### config.mk
export PLATFORM = sky130hd
export DESIGN_NAME = pending_request_retry_table
export DESIGN_NICKNAME = d
export VERILOG_FILES = /design/src/rtl/core/prrt_pkg.sv /design/src/rtl/core/prrt_ram.sv /design/src/rtl/core/pending_request_retry_table.sv
export SDC_FILE = /design/constraint.sdc
export NUM_CORES = 1
export LEC_CHECK = 0
export BUFFER_PORTS_ARGS = -buffer_cell sky130_fd_sc_hd__buf_2
export CAP_MARGIN = 20
export CORE_MARGIN = 2
export CORE_UTILIZATION = 34
export DETAILED_ROUTE_END_ITERATION = 6
export PLACE_DENSITY = 0.46
export SETUP_SLACK_MARGIN = 0.15
export SLEW_MARGIN = 20
export SYNTH_ARGS = -nofsm -noshare
export SYNTH_HDL_FRONTEND = slang
export SYNTH_SLANG_ARGS = --single-unit
### constraint.sdc
create_clock -name clk -period 3.85 [get_ports clk]
set_input_delay 0.1925 -clock clk [delete_from_list [all_inputs] [get_ports clk]]
set_output_delay 0.1925 -clock clk [all_outputs]
set_load 0.005 [all_outputs]
### src/rtl/core/prrt_pkg.sv
// prrt_pkg: shared types and constants of the pending request retry table
// holds result codes, command codes, reset values and the slot entry layout
// no dependencies
package prrt_pkg;

  // default number of table slots
  localparam int SLOTS_DEF = 16;

  // largest accepted name count of a new request
  localparam logic [3:0] MAX_NAMES = 4'd8;

  // reset values
  localparam logic [3:0]  MAX_SENDS_RST = 4'd4;
  localparam logic [15:0] ID_RST        = 16'd1;

  // message type that marks a response
  localparam logic [7:0] RSP_TYPE_RESPONSE = 8'd1;

  // command codes
  localparam logic [1:0] CMD_NEW  = 2'd0;
  localparam logic [1:0] CMD_TICK = 2'd1;
  localparam logic [1:0] CMD_RESP = 2'd2;

  // result codes
  typedef enum logic [2:0] {
    EV_ACCEPTED = 3'd0,
    EV_FULL     = 3'd1,
    EV_BADCOUNT = 3'd2,
    EV_RESEND   = 3'd3,
    EV_TIMEOUT  = 3'd4,
    EV_ANSWERED = 3'd5,
    EV_DROPPED  = 3'd6,
    EV_IDLE     = 3'd7
  } event_t;

  // one slot entry as kept in the slot memory
  typedef struct packed {
    logic [15:0] id;
    logic [3:0]  names;
    logic [3:0]  count;
  } entry_t;

  localparam int ENTRY_W = $bits(entry_t);

endpackage

### src/rtl/core/prrt_ram.sv
// prrt_ram: generic single write port, single read port synchronous ram
// read data is registered
// no dependencies
module prrt_ram #(
  parameter int WIDTH = 8,
  parameter int DEPTH = 16,
  localparam int AW = (DEPTH > 1) ? $clog2(DEPTH) : 1
) (
  input  logic             clk,
  input  logic             we,
  input  logic [AW-1:0]    waddr,
  input  logic [WIDTH-1:0] wdata,
  input  logic [AW-1:0]    raddr,
  output logic [WIDTH-1:0] rdata
);

  logic [WIDTH-1:0] mem [DEPTH];

  // write port and registered read port
  always_ff @(posedge clk) begin
    if (we) begin
      mem[waddr] <= wdata;
    end
    rdata <= mem[raddr];
  end

endmodule

### src/rtl/core/pending_request_retry_table.sv
// pending_request_retry_table: top level of the pending request retry table
// depends on prrt_pkg and prrt_ram (slot memory of id, name count, send count)
//
//   channel   handshake                    payload
//   -------   ---------------------------  ----------------------------------------
//   command   start, busy (accept: start   cmd, query_count, response_id,
//             high while busy low)         response_type
//   result    result_strobe (one cycle,    event_res, slot, request_id,
//             no back pressure)            names_count, last
//   config    max_sends_we                 max_sends_wdata
//
// a bad count, a non-response message or an idle tick gets its result straight from
// idle, and an unused command is ignored; a new request scans the slot flags one per
// cycle, a tick or a response scans the slots one per cycle through the registered
// read port of the slot memory (a new request or a matched response ends at the
// slot found); results are registered, at most one per cycle
// rst clears the busy flags, the id counter (to 1) and max_sends (to 4); the
// slot memory needs no clearing, entries are read only while their slot is busy
// the receiver cannot stall, so results are never held
module pending_request_retry_table
  import prrt_pkg::*;
#(
  parameter int SLOTS = SLOTS_DEF,
  localparam int IW = (SLOTS > 1) ? $clog2(SLOTS) : 1,
  localparam int CW = $clog2(SLOTS + 1)
) (
  input  logic        clk,
  input  logic        rst,
  // command
  input  logic        start,
  output logic        busy,
  input  logic [1:0]  cmd,
  input  logic [3:0]  query_count,
  input  logic [15:0] response_id,
  input  logic [7:0]  response_type,
  // result
  output logic        result_strobe,
  output logic [2:0]  event_res,
  output logic [3:0]  slot,
  output logic [15:0] request_id,
  output logic [3:0]  names_count,
  output logic        last,
  // configuration
  input  logic        max_sends_we,
  input  logic [3:0]  max_sends_wdata
);

  typedef enum logic [1:0] {
    ST_IDLE,
    ST_ALLOC,
    ST_TICK,
    ST_RESP
  } state_t;

  localparam logic [CW-1:0] SLOTS_C = CW'(SLOTS);

  state_t            state;
  logic [SLOTS-1:0]  slot_busy;
  logic [15:0]       next_id;
  logic [3:0]        max_sends;

  // latched command operands
  logic [3:0]        op_names;
  logic [15:0]       op_id;

  // scan position and read stage
  logic [CW-1:0]     idx;
  logic [IW-1:0]     idx_s;
  logic              pv;
  logic [IW-1:0]     p_idx;

  // slot memory ports
  logic              mem_we;
  logic [IW-1:0]     mem_waddr;
  entry_t            mem_wdata;
  logic [ENTRY_W-1:0] mem_rdata;
  entry_t            rd;

  logic [SLOTS-1:0]  above;
  logic              more_busy;
  logic              cnt_ok;
  logic              rsp_hit;

  // registered result fields
  event_t            ev_q;

  assign idx_s = idx[IW-1:0];
  assign rd    = entry_t'(mem_rdata);
  assign busy  = (state != ST_IDLE);
  assign event_res = ev_q;

  function automatic logic [3:0] slot_of(input logic [IW-1:0] i);
    logic [IW+3:0] w;
    w = {4'b0000, i};
    return w[3:0];
  endfunction

  // busy slots above the one in the read stage
  always_comb begin
    for (int k = 0; k < SLOTS; k++) begin
      above[k] = (IW'(k) > p_idx);
    end
  end
  assign more_busy = |(slot_busy & above);

  assign cnt_ok  = (query_count != 4'd0) && (query_count <= MAX_NAMES);
  assign rsp_hit = pv && (rd.id == op_id);

  // slot memory write: allocation in the scan stage, resend in the read stage
  always_comb begin
    mem_we    = 1'b0;
    mem_waddr = idx_s;
    mem_wdata = '{id: next_id, names: op_names, count: 4'd1};
    case (state)
      ST_ALLOC: begin
        mem_we = (idx != SLOTS_C) && !slot_busy[idx_s];
      end
      ST_TICK: begin
        mem_we    = pv && (rd.count < max_sends);
        mem_waddr = p_idx;
        mem_wdata = '{id: rd.id, names: rd.names, count: rd.count + 4'd1};
      end
      default: begin
        mem_we = 1'b0;
      end
    endcase
  end

  prrt_ram #(
    .WIDTH (ENTRY_W),
    .DEPTH (SLOTS)
  ) u_slot_ram (
    .clk   (clk),
    .we    (mem_we),
    .waddr (mem_waddr),
    .wdata (mem_wdata),
    .raddr (idx_s),
    .rdata (mem_rdata)
  );

  // configuration register
  always_ff @(posedge clk) begin
    if (rst) begin
      max_sends <= MAX_SENDS_RST;
    end else if (max_sends_we) begin
      max_sends <= max_sends_wdata;
    end
  end

  // control state machine, slot flags and registered results
  always_ff @(posedge clk) begin
    if (rst) begin
      state         <= ST_IDLE;
      slot_busy     <= '0;
      next_id       <= ID_RST;
      pv            <= 1'b0;
      idx           <= '0;
      result_strobe <= 1'b0;
    end else begin
      result_strobe <= 1'b0;
      case (state)
        ST_IDLE: begin
          idx      <= '0;
          pv       <= 1'b0;
          op_names <= query_count;
          op_id    <= response_id;
          if (start) begin
            case (cmd)
              CMD_NEW: begin
                if (cnt_ok) begin
                  state <= ST_ALLOC;
                end else begin
                  result_strobe <= 1'b1;
                  ev_q          <= EV_BADCOUNT;
                  slot          <= 4'd0;
                  request_id    <= 16'd0;
                  names_count   <= 4'd0;
                  last          <= 1'b1;
                end
              end
              CMD_TICK: begin
                if (|slot_busy) begin
                  state <= ST_TICK;
                end else begin
                  result_strobe <= 1'b1;
                  ev_q          <= EV_IDLE;
                  slot          <= 4'd0;
                  request_id    <= 16'd0;
                  names_count   <= 4'd0;
                  last          <= 1'b1;
                end
              end
              CMD_RESP: begin
                if (response_type == RSP_TYPE_RESPONSE) begin
                  state <= ST_RESP;
                end else begin
                  result_strobe <= 1'b1;
                  ev_q          <= EV_DROPPED;
                  slot          <= 4'd0;
                  request_id    <= response_id;
                  names_count   <= 4'd0;
                  last          <= 1'b1;
                end
              end
              default: begin
                state <= ST_IDLE;
              end
            endcase
          end
        end

        // first free slot, one slot per cycle
        ST_ALLOC: begin
          if (idx == SLOTS_C) begin
            result_strobe <= 1'b1;
            ev_q          <= EV_FULL;
            slot          <= 4'd0;
            request_id    <= 16'd0;
            names_count   <= 4'd0;
            last          <= 1'b1;
            state         <= ST_IDLE;
          end else if (!slot_busy[idx_s]) begin
            slot_busy[idx_s] <= 1'b1;
            result_strobe    <= 1'b1;
            ev_q             <= EV_ACCEPTED;
            slot             <= slot_of(idx_s);
            request_id       <= next_id;
            names_count      <= op_names;
            last             <= 1'b1;
            next_id          <= next_id + 16'd1;
            state            <= ST_IDLE;
          end else begin
            idx <= idx + CW'(1);
          end
        end

        // every busy slot: read in the scan stage, update in the read stage
        ST_TICK: begin
          if (pv) begin
            result_strobe <= 1'b1;
            slot          <= slot_of(p_idx);
            request_id    <= rd.id;
            names_count   <= rd.names;
            last          <= !more_busy;
            if (rd.count >= max_sends) begin
              ev_q             <= EV_TIMEOUT;
              slot_busy[p_idx] <= 1'b0;
            end else begin
              ev_q <= EV_RESEND;
            end
          end
          if (idx != SLOTS_C) begin
            pv    <= slot_busy[idx_s];
            p_idx <= idx_s;
            idx   <= idx + CW'(1);
          end else begin
            pv    <= 1'b0;
            state <= ST_IDLE;
          end
        end

        // lowest busy slot holding the response id
        ST_RESP: begin
          if (rsp_hit) begin
            result_strobe    <= 1'b1;
            ev_q             <= EV_ANSWERED;
            slot             <= slot_of(p_idx);
            request_id       <= rd.id;
            names_count      <= rd.names;
            last             <= 1'b1;
            slot_busy[p_idx] <= 1'b0;
            pv               <= 1'b0;
            state            <= ST_IDLE;
          end else if (idx == SLOTS_C) begin
            result_strobe <= 1'b1;
            ev_q          <= EV_DROPPED;
            slot          <= 4'd0;
            request_id    <= op_id;
            names_count   <= 4'd0;
            last          <= 1'b1;
            pv            <= 1'b0;
            state         <= ST_IDLE;
          end else begin
            pv    <= slot_busy[idx_s];
            p_idx <= idx_s;
            idx   <= idx + CW'(1);
          end
        end

        default: begin
          state <= ST_IDLE;
        end
      endcase
    end
  end

  // a result only follows an accepted command or a scan in progress
  a_strobe_source: assert property (@(posedge clk) disable iff (rst)
    result_strobe |-> $past(busy || start))
    else $error("result without a transaction in progress");

  // the read stage is empty whenever the block is idle
  a_idle_stage: assert property (@(posedge clk) disable iff (rst)
    (state == ST_IDLE) |-> !pv)
    else $error("read stage left valid in idle");

  // an allocated slot is marked busy on the next cycle
  a_alloc_busy: assert property (@(posedge clk) disable iff (rst)
    (state == ST_ALLOC && idx != SLOTS_C && !slot_busy[idx_s])
      |=> slot_busy[$past(idx_s)])
    else $error("allocated slot not marked busy");

  // an accepted request carries the id just handed out
  a_accept_id: assert property (@(posedge clk) disable iff (rst)
    (result_strobe && ev_q == EV_ACCEPTED) |-> (request_id == next_id - 16'd1))
    else $error("accepted id does not match id counter");

endmodule
==> run summary, run 1 <==
Total GRT Usage: 17.48%
Reg2Reg Depth: 8
Post_cts resized: 0
Total gr overflow: 0
Die Span Y: 249.7 um
Hold buffer count at CTS: 30
Static Leak: 0.007762 uW
First-pass GRT wire length: 79,790 um
Drt initial violations: 831
Post-Place Cells: 2,004
Final Hold Vio Count: 0
Worst Setup End Kind: flip-flop
Post-Synth Adder-Cell Area: 1.158%
Syn-to-layout area delta: 18.25%
Post-synth ARST share: 0%
DR DRC count: 0
Final ANT Viol Nets: 0
Max-slew violations: 0
HP Class: input pin to flip-flop
GRT busiest layer: met2
IO Count: 68
Antenna cells: 0
Via count: 11,320
Syn_area_per_cell: 17.57 um2
Grt met1 use: 24.93%
Seq/Total Area, Yosys: 70.51%
Vias in the first global route: 11,480
CP Data Arrival Time: 3.46 ns
Synth Area in Compound Gates: 5.096%
GP Congestion: 0.8634
Hpwl dp: 32,490 um
Synth Cell Area: 20,530 um2
Kind of critical path: flip-flop to flip-flop
CTS root buf: clkbuf_16
Main combinational cell family by area after synthesis: multiplexers
Post-synth EDFFs: 436
Total Wirelength: 54,200 um
Port bufs: 67
Core area: 60,020 um2
Slack of the critical path: 0.6632 ns
Post-CTS Setup Repair Bufs: 0
Startpoint types: flip-flop
Hold wc startpoint: cmd[1]
Die area: 62,360 um2
Worst Tran Pin Value: 0.9764 ns
Post-synthesis cell count: 1,168
Main synth FF type: edfxtp_1
Row cnt: 90
CTS Buffer Depth: 3
Die width: 249.7 um
Min Tclk post-route: 3.187 ns
Clock Pin Slew Worst Setup and Hold Paths: 0.06 ns
Clock sink count: 505
Met2 usage: 27.97%
Worst slack at placement: 0.6741 ns
CP required: 4.13 ns
Fin crit share: 82.77%
Cell Count, Final, Fillers Out: 2,134
FF-to-FF End: u_slot_ram.mem[5][2]$_DFFE_PP_
CTS tree: yes
Initial antenna violation count: 1
H-tree depth: 2
Setup TNS: 0 ns
Syn Nets: 1,225
Clk_skew: 0.01776 ns
# Max-Cap Violations: 0
Library cells used by synthesis: 64
WL/cell: 25.40 um
Worst-path maximum fanout: 19
Pre-antenna DRT Iters: 7
YS warnings: 0
Synth Area in Simple Gates: 5.279%
Fraction of layout cells with a size suffix above 1: 27.81%
VDD IR max: 271.9 uV
Final count of negative-setup-slack endpoints: 0
Outcome: complete, no violations
Mux contribution to synthesized area: 14.81%
Hold path cells: 4
PwrDens: 544.1 nW/um2
Worst-skew pair later-pin latency: 0.59 ns
Layout Nets: 1,365
Via density per instance: 5.306
Highest Clock Rate: 0.3138 GHz
CTS Buf Count: 54
Synth Area in XOR/XNOR: 1.451%
RSZ-0062 raised after global routing: false
Seq cells post-synth: 505
Grt met3 use: 2.847%
R2R setup slack: 0.66 ns
Hold Path End: result_strobe$_SDFF_PP0_
Largest net degree at the start of global routing: 105
Critical R2R Launch: idx[0]$_SDFFE_PP0P_
Effective utilization at floorplan: 34.20%
Relative slew margins: 34.91%
## sequential cells by signal, indices dropped and copies added (netlist names), 5 cells and up
name	count
next_id	16
u_slot_ram.mem	384
idx	5
slot_busy	16
op_id	16
request_id	16
u_slot_ram.rdata	24
## how the worst max path moves through the flow
| stage | from | end | slack, ns |
|---|---|---|---|
| after floorplan | idx[0]$_SDFFE_PP0P_ | u_slot_ram.mem[12][0]$_DFFE_PP_ | 0.31 |
| after global placement | idx[0]$_SDFFE_PP0P_ | u_slot_ram.mem[5][7]$_DFFE_PP_ | 0.68 |
| after detailed placement | idx[0]$_SDFFE_PP0P_ | u_slot_ram.mem[5][7]$_DFFE_PP_ | 0.67 |
| after CTS | idx[0]$_SDFFE_PP0P_ | u_slot_ram.mem[5][2]$_DFFE_PP_ | 0.66 |
| after global routing | idx[0]$_SDFFE_PP0P_ | u_slot_ram.mem[5][2]$_DFFE_PP_ | 0.49 |
| final | idx[0]$_SDFFE_PP0P_ | u_slot_ram.mem[5][2]$_DFFE_PP_ | 0.66 |
## cells by family (layout without fill, tap and decap cells)
family / after synthesis / after routing
flip-flops: 505 / 505
AND/OR/NAND/NOR: 219 / 219
adder cells (fa/ha/maj): 19 / 19
XOR/XNOR: 34 / 34
multiplexers: 150 / 150
buffers and inverters: 87 / 271
AO/OA/AOI/OAI: 154 / 154
## synthesized netlist by cell type (all sizes together), types with 2 or more instances
master	count	area, um2
a2111oi	2	20.02
a211oi	20	150.1
a21boi	5	41.29
a21oi	65	325.3
a221o	16	160.2
a22oi	8	60.06
a31oi	3	18.77
and2	6	37.54
and3	9	56.30
and3b	2	17.52
buf	23	107.6
clkbuf	44	165.2
dfxtp	69	1381
edfxtp	436	13090
ha	19	237.7
inv	20	75.07
mux2	20	225.2
mux2i	9	90.09
mux4	121	2725
nand2	52	195.2
nand2b	4	25.02
nand3	14	70.07
nand4	12	75.07
nor2	74	277.8
nor2b	7	43.79
nor3	15	85.08
nor3b	3	33.78
nor4	7	43.79
nor4b	3	32.53
o211ai	2	15.01
o21a	3	22.52
o21ai	14	70.07
o22ai	2	12.51
o32ai	3	26.28
or3	3	18.77
or4	2	18.77
xnor2	23	201.4
xor2	11	96.34
## report_power, final
group	internal, uW	total [uW]	leakage (uW)	switching (uW)
sequential	6270	6400	0.00458	136
clock	3050	5140	0.000859	2090
combinational	689	1660	0.00232	970
total	10000	13200	0.00776	3200
## cell type report
class                      instances  area, um2
clock buffer                      78       1511
multi-input combinational        576       5837
sequential                       505      14480
clock inverter                    22      246.5
fill                            5411      35750
inverter                          20      75.07
timing repair buffer             151       1141
tap                              782      978.4
## cells in the final DEF (no fill, tap or decap), types with 5 or more instances in the layout
master,count
nand3_1,14
clkbuf_8,7
buf_12,8
bufinv_16,5
xor2_1,11
nor2b_1,7
a221o_1,16
mux2_2,20
dlygate4sd3_1,30
nand4_1,12
and3_1,9
xnor2_1,23
nor2_4,16
inv_1,20
clkbuf_16,54
and2_1,6
mux4_2,121
nor3_1,13
edfxtp_1,436
mux2i_1,9
ha_1,17
clkinv_2,10
buf_4,46
clkbuf_1,17
a21oi_1,65
o21ai_0,10
dfxtp_1,65
a211oi_1,20
buf_2,67
nor4_1,7
a22oi_1,8
nand2_1,52
nor2_1,57
## routing by layer
layer	vias to the layer above	routed length (um)
li1	4973	-
met1	5898	24730
met2	373	25560
met3	79	2777
met4	0	1141
met5	-	0
## critical path: stages, from the launching register on
cell and delay [ns]:
dfxtp_4 0.40, mux4_2 0.55, nor2b_1 0.16, or3_1 0.42, a21boi_2 0.20, o21a_1 0.21
o21ai_1 0.30, nor2_4 0.37, buf_12 0.24
## stage by stage
stage          instance area [um2]  total power [uW]  utilization [%]  hold slack [ns]
3_5_place_dp                 22220              8181            37.01           0.3884
6_report                     24270             13210            40.44          0.09870
4_1_cts                      24270             13400            40.44          0.07013
2_1_floorplan                20530              7577                -           0.2914
3_3_place_gp                 22220              8185            37.01           0.3885
5_1_grt                      24270             13740            40.44           0.1324
(Power assumes the default switching activity.)
==> inputs of run 2 (changes only) <==
--- a/config.mk
+++ b/config.mk
@@ -10,7 +10,7 @@
 export CORE_MARGIN = 2
 export CORE_UTILIZATION = 34
 export DETAILED_ROUTE_END_ITERATION = 6
-export PLACE_DENSITY = 0.46
+export PLACE_DENSITY = 0.48
 export SETUP_SLACK_MARGIN = 0.15
 export SLEW_MARGIN = 20
 export SYNTH_ARGS = -nofsm -noshare
==> constraint.sdc (replaced) <==
create_clock -name clk -period 2.6 [get_ports clk]
set_input_delay 0.13 -clock clk [delete_from_list [all_inputs] [get_ports clk]]
set_output_delay 0.13 -clock clk [all_outputs]
set_load 0.005 [all_outputs]
==> run 2 against run 1 <==
  * The flow now finishes with violations (negative setup slack)
  * Die area did not move
  * Clock skew is 0.011 ns higher
  * Power grew 51%
  * Worst hold slack improved by 0.010 ns
  * Critical path depth grew 1
  * Critical path type unchanged
  * Count of clock-buffer cells in the layout decreased by 11
  * Non-clock buffer count grew 85
  * Largest cell class unchanged
  * Global-route usage shrank 0.86 points
==> run summary, run 2 (same netlist as run 1, synthesis figures left out) <==
Outcome: finished with violations
Failing checks: negative setup slack
H-tree depth: 2
CTS Buf Count: 54
IO Count: 68
Slack of the critical path: -0.07122 ns
WL/cell: 23.78 um
CP Data Arrival Time: 2.99 ns
Die width: 249.7 um
Effective utilization at floorplan: 34.20%
Largest net degree at the start of global routing: 105
Hold Path End: result_strobe$_SDFF_PP0_
RSZ-0062 raised after global routing: true
Core area: 60,020 um2
Vias in the first global route: 11,680
Relative slew margins: 52.99%
Die area: 62,360 um2
Reg2Reg Depth: 9
Kind of critical path: flip-flop to flip-flop
Max FFs per register: 384
Fin crit share: 102.7%
Drt initial violations: 1,011
Die Span Y: 249.7 um
Crit path cell chain: mux4_2 -> nor2b_4 -> or3_4 -> a21boi_4 -> o21a_4 -> buf_12 -> nand2_8 -> nor2_4 -> clkbuf_16
Worst-path maximum fanout: 8
CTS tree: yes
Register share of total power: 47.5%
Initial antenna violation count: 1
Critical R2R Launch: idx[0]$_SDFFE_PP0P_
Max-slew violations: 0
PwrDens: 773.3 nW/um2
# Max-Cap Violations: 0
R2R setup slack: -0.07 ns
Total gr overflow: 0
Total Wirelength: 52,780 um
Highest Clock Rate: 0.3744 GHz
Fraction of layout cells with a size suffix above 1: 34.38%
Area after DPL: 22,920 um2
Static Leak: 0.008381 uW
CTS root buf: clkbuf_16
Tot Pwr: 19,920 uW
Worst Setup End Kind: flip-flop
VDD IR max: 559.9 uV
Startpoint types: flip-flop
Clock Pin Slew Worst Setup and Hold Paths: 0.06 ns
Min Tclk post-route: 2.671 ns
Psw: 5037 uW
Int Power: 14,880 uW
Clk_skew: 0.02890 ns
CP peak stage delay: 0.52 ns
Row cnt: 90
HP Class: input pin to flip-flop
Final count of negative-setup-slack endpoints: 107
Commonest non-fill, non-tap cells in the layout: 436 x edfxtp_1, 121 x mux4_2, 71 x buf_4
Biggest regs: u_slot_ram.mem x384, u_slot_ram.rdata x24
Top reg by flops: u_slot_ram.mem
Port bufs: 67
Clk pwr share: 37.6%
Final ANT Viol Nets: 0
Multi-input gate area: 6110 um2
Combinational power share: 14.9%
FF-to-FF End: u_slot_ram.mem[15][5]$_DFFE_PP_
Sw frac: 25.29%
Pre-antenna DRT Iters: 5
Register area: 14,480 um2
Leading cell type in the layout, fill and taps excluded: edfxtp_1
CP max stage cell: mux4_2
GP Congestion: 0.8702
First-pass GRT wire length: 77,310 um
Via density per instance: 5.197
CP required: 2.92 ns
Hold path cells: 5
Buffer and inverter count on the worst path: 2
CTS Buffer Depth: 3
Hold wc startpoint: response_type[6]
Worst-skew pair later-pin latency: 0.62 ns
Top delay family on crit path: simple AND/OR/NAND/NOR gates
Final instance area: 25,750 um2
Clock sink count: 505
Via count: 11,540
DR DRC count: 0
Total GRT Usage: 16.62%
Layout Nets: 1,450
Worst Tran Pin Value: 0.7052 ns
Hpwl dp: 33,090 um
Syn-to-layout area delta: 25.46%
Final Hold Vio Count: 0
Fillers: 5,245
[run 2: worst max path at each step]
stage,from,endpoint,slack [ns],cells past startpoint
CTS,idx[0]$_SDFFE_PP0P_,u_slot_ram.mem[1][12]$_DFFE_PP_,0.01,8
floorplan,idx[0]$_SDFFE_PP0P_,u_slot_ram.mem[8][0]$_DFFE_PP_,-0.19,8
global route,idx[0]$_SDFFE_PP0P_,u_slot_ram.mem[15][6]$_DFFE_PP_,-0.10,9
finish,idx[0]$_SDFFE_PP0P_,u_slot_ram.mem[15][5]$_DFFE_PP_,-0.07,9
detailed placement,op_id[9]$_DFFE_PP_,request_id[6]$_DFFE_PP_,-0.10,9
global placement,op_id[12]$_DFFE_PP_,request_id[6]$_DFFE_PP_,-0.10,9
[run 2: repair_timing]
action                     in CTS  in global routing
hold buffers                   36                  0
setup endpoints to repair     468                485
gates resized for setup        64                 23
pin swaps                      21                  9
setup buffers                   8                  9
gates cloned                    3                  7
hold endpoints to repair       55                  0
[run 2: routing by layer]
| layer | vias up | GRT usage [%] | share of wire [%] |
|---|---|---|---|
| li1 | 5144 | - | - |
| met1 | 5991 | 24.45 | 47 |
| met2 | 316 | 25.77 | 47 |
| met3 | 86 | 2.420 | 4.3 |
| met4 | 0 | 4.578 | 2.2 |
| met5 | - | 0 | 0 |
[run 2: power groups by stage]
stage	Combinational, uW	Clock [uW]	Sequential, uW
after global placement	2720	0	9620
after detailed placement	2730	0	9620
after CTS	2890	7700	9460
after floorplan	1710	0	9560
after global routing	3210	8030	9480
final	2960	7500	9460
[run 2: layout make-up]
class	instances	share of cell area (%)
antenna	1	0.009717
clock buffer	67	5.475
clock inverter	33	1.219
inverter	20	0.2915
multi-input combinational	576	23.72
sequential	505	56.24
tap	782	3.799
timing repair buffer	236	9.241
[run 2: worst min-delay path, stage by stage]
cell      delay [ns]
buf_2           0.08
nor4_1          0.04
a21boi_0        0.20
a211oi_1        0.09
o22ai_1         0.12
[run 2: stage by stage]
| stage | utilization [%] | TNS (ns) | worst slack [ns] | std cells | hold WS (ns) |
|---|---|---|---|---|---|
| after floorplan | - | -66.76 | -0.1947 | 1168 | 0.2289 |
| after global placement | 38.19 | -3.142 | -0.1012 | 2056 | 0.3229 |
| after detailed placement | 38.19 | -3.465 | -0.1009 | 2056 | 0.3255 |
| after CTS | 42.28 | 0 | 0.01168 | 2203 | 0.08146 |
| after global routing | 42.90 | -10.89 | -0.1019 | 2219 | 0.1807 |
| final | 42.91 | -1.859 | -0.07122 | 2220 | 0.1090 |
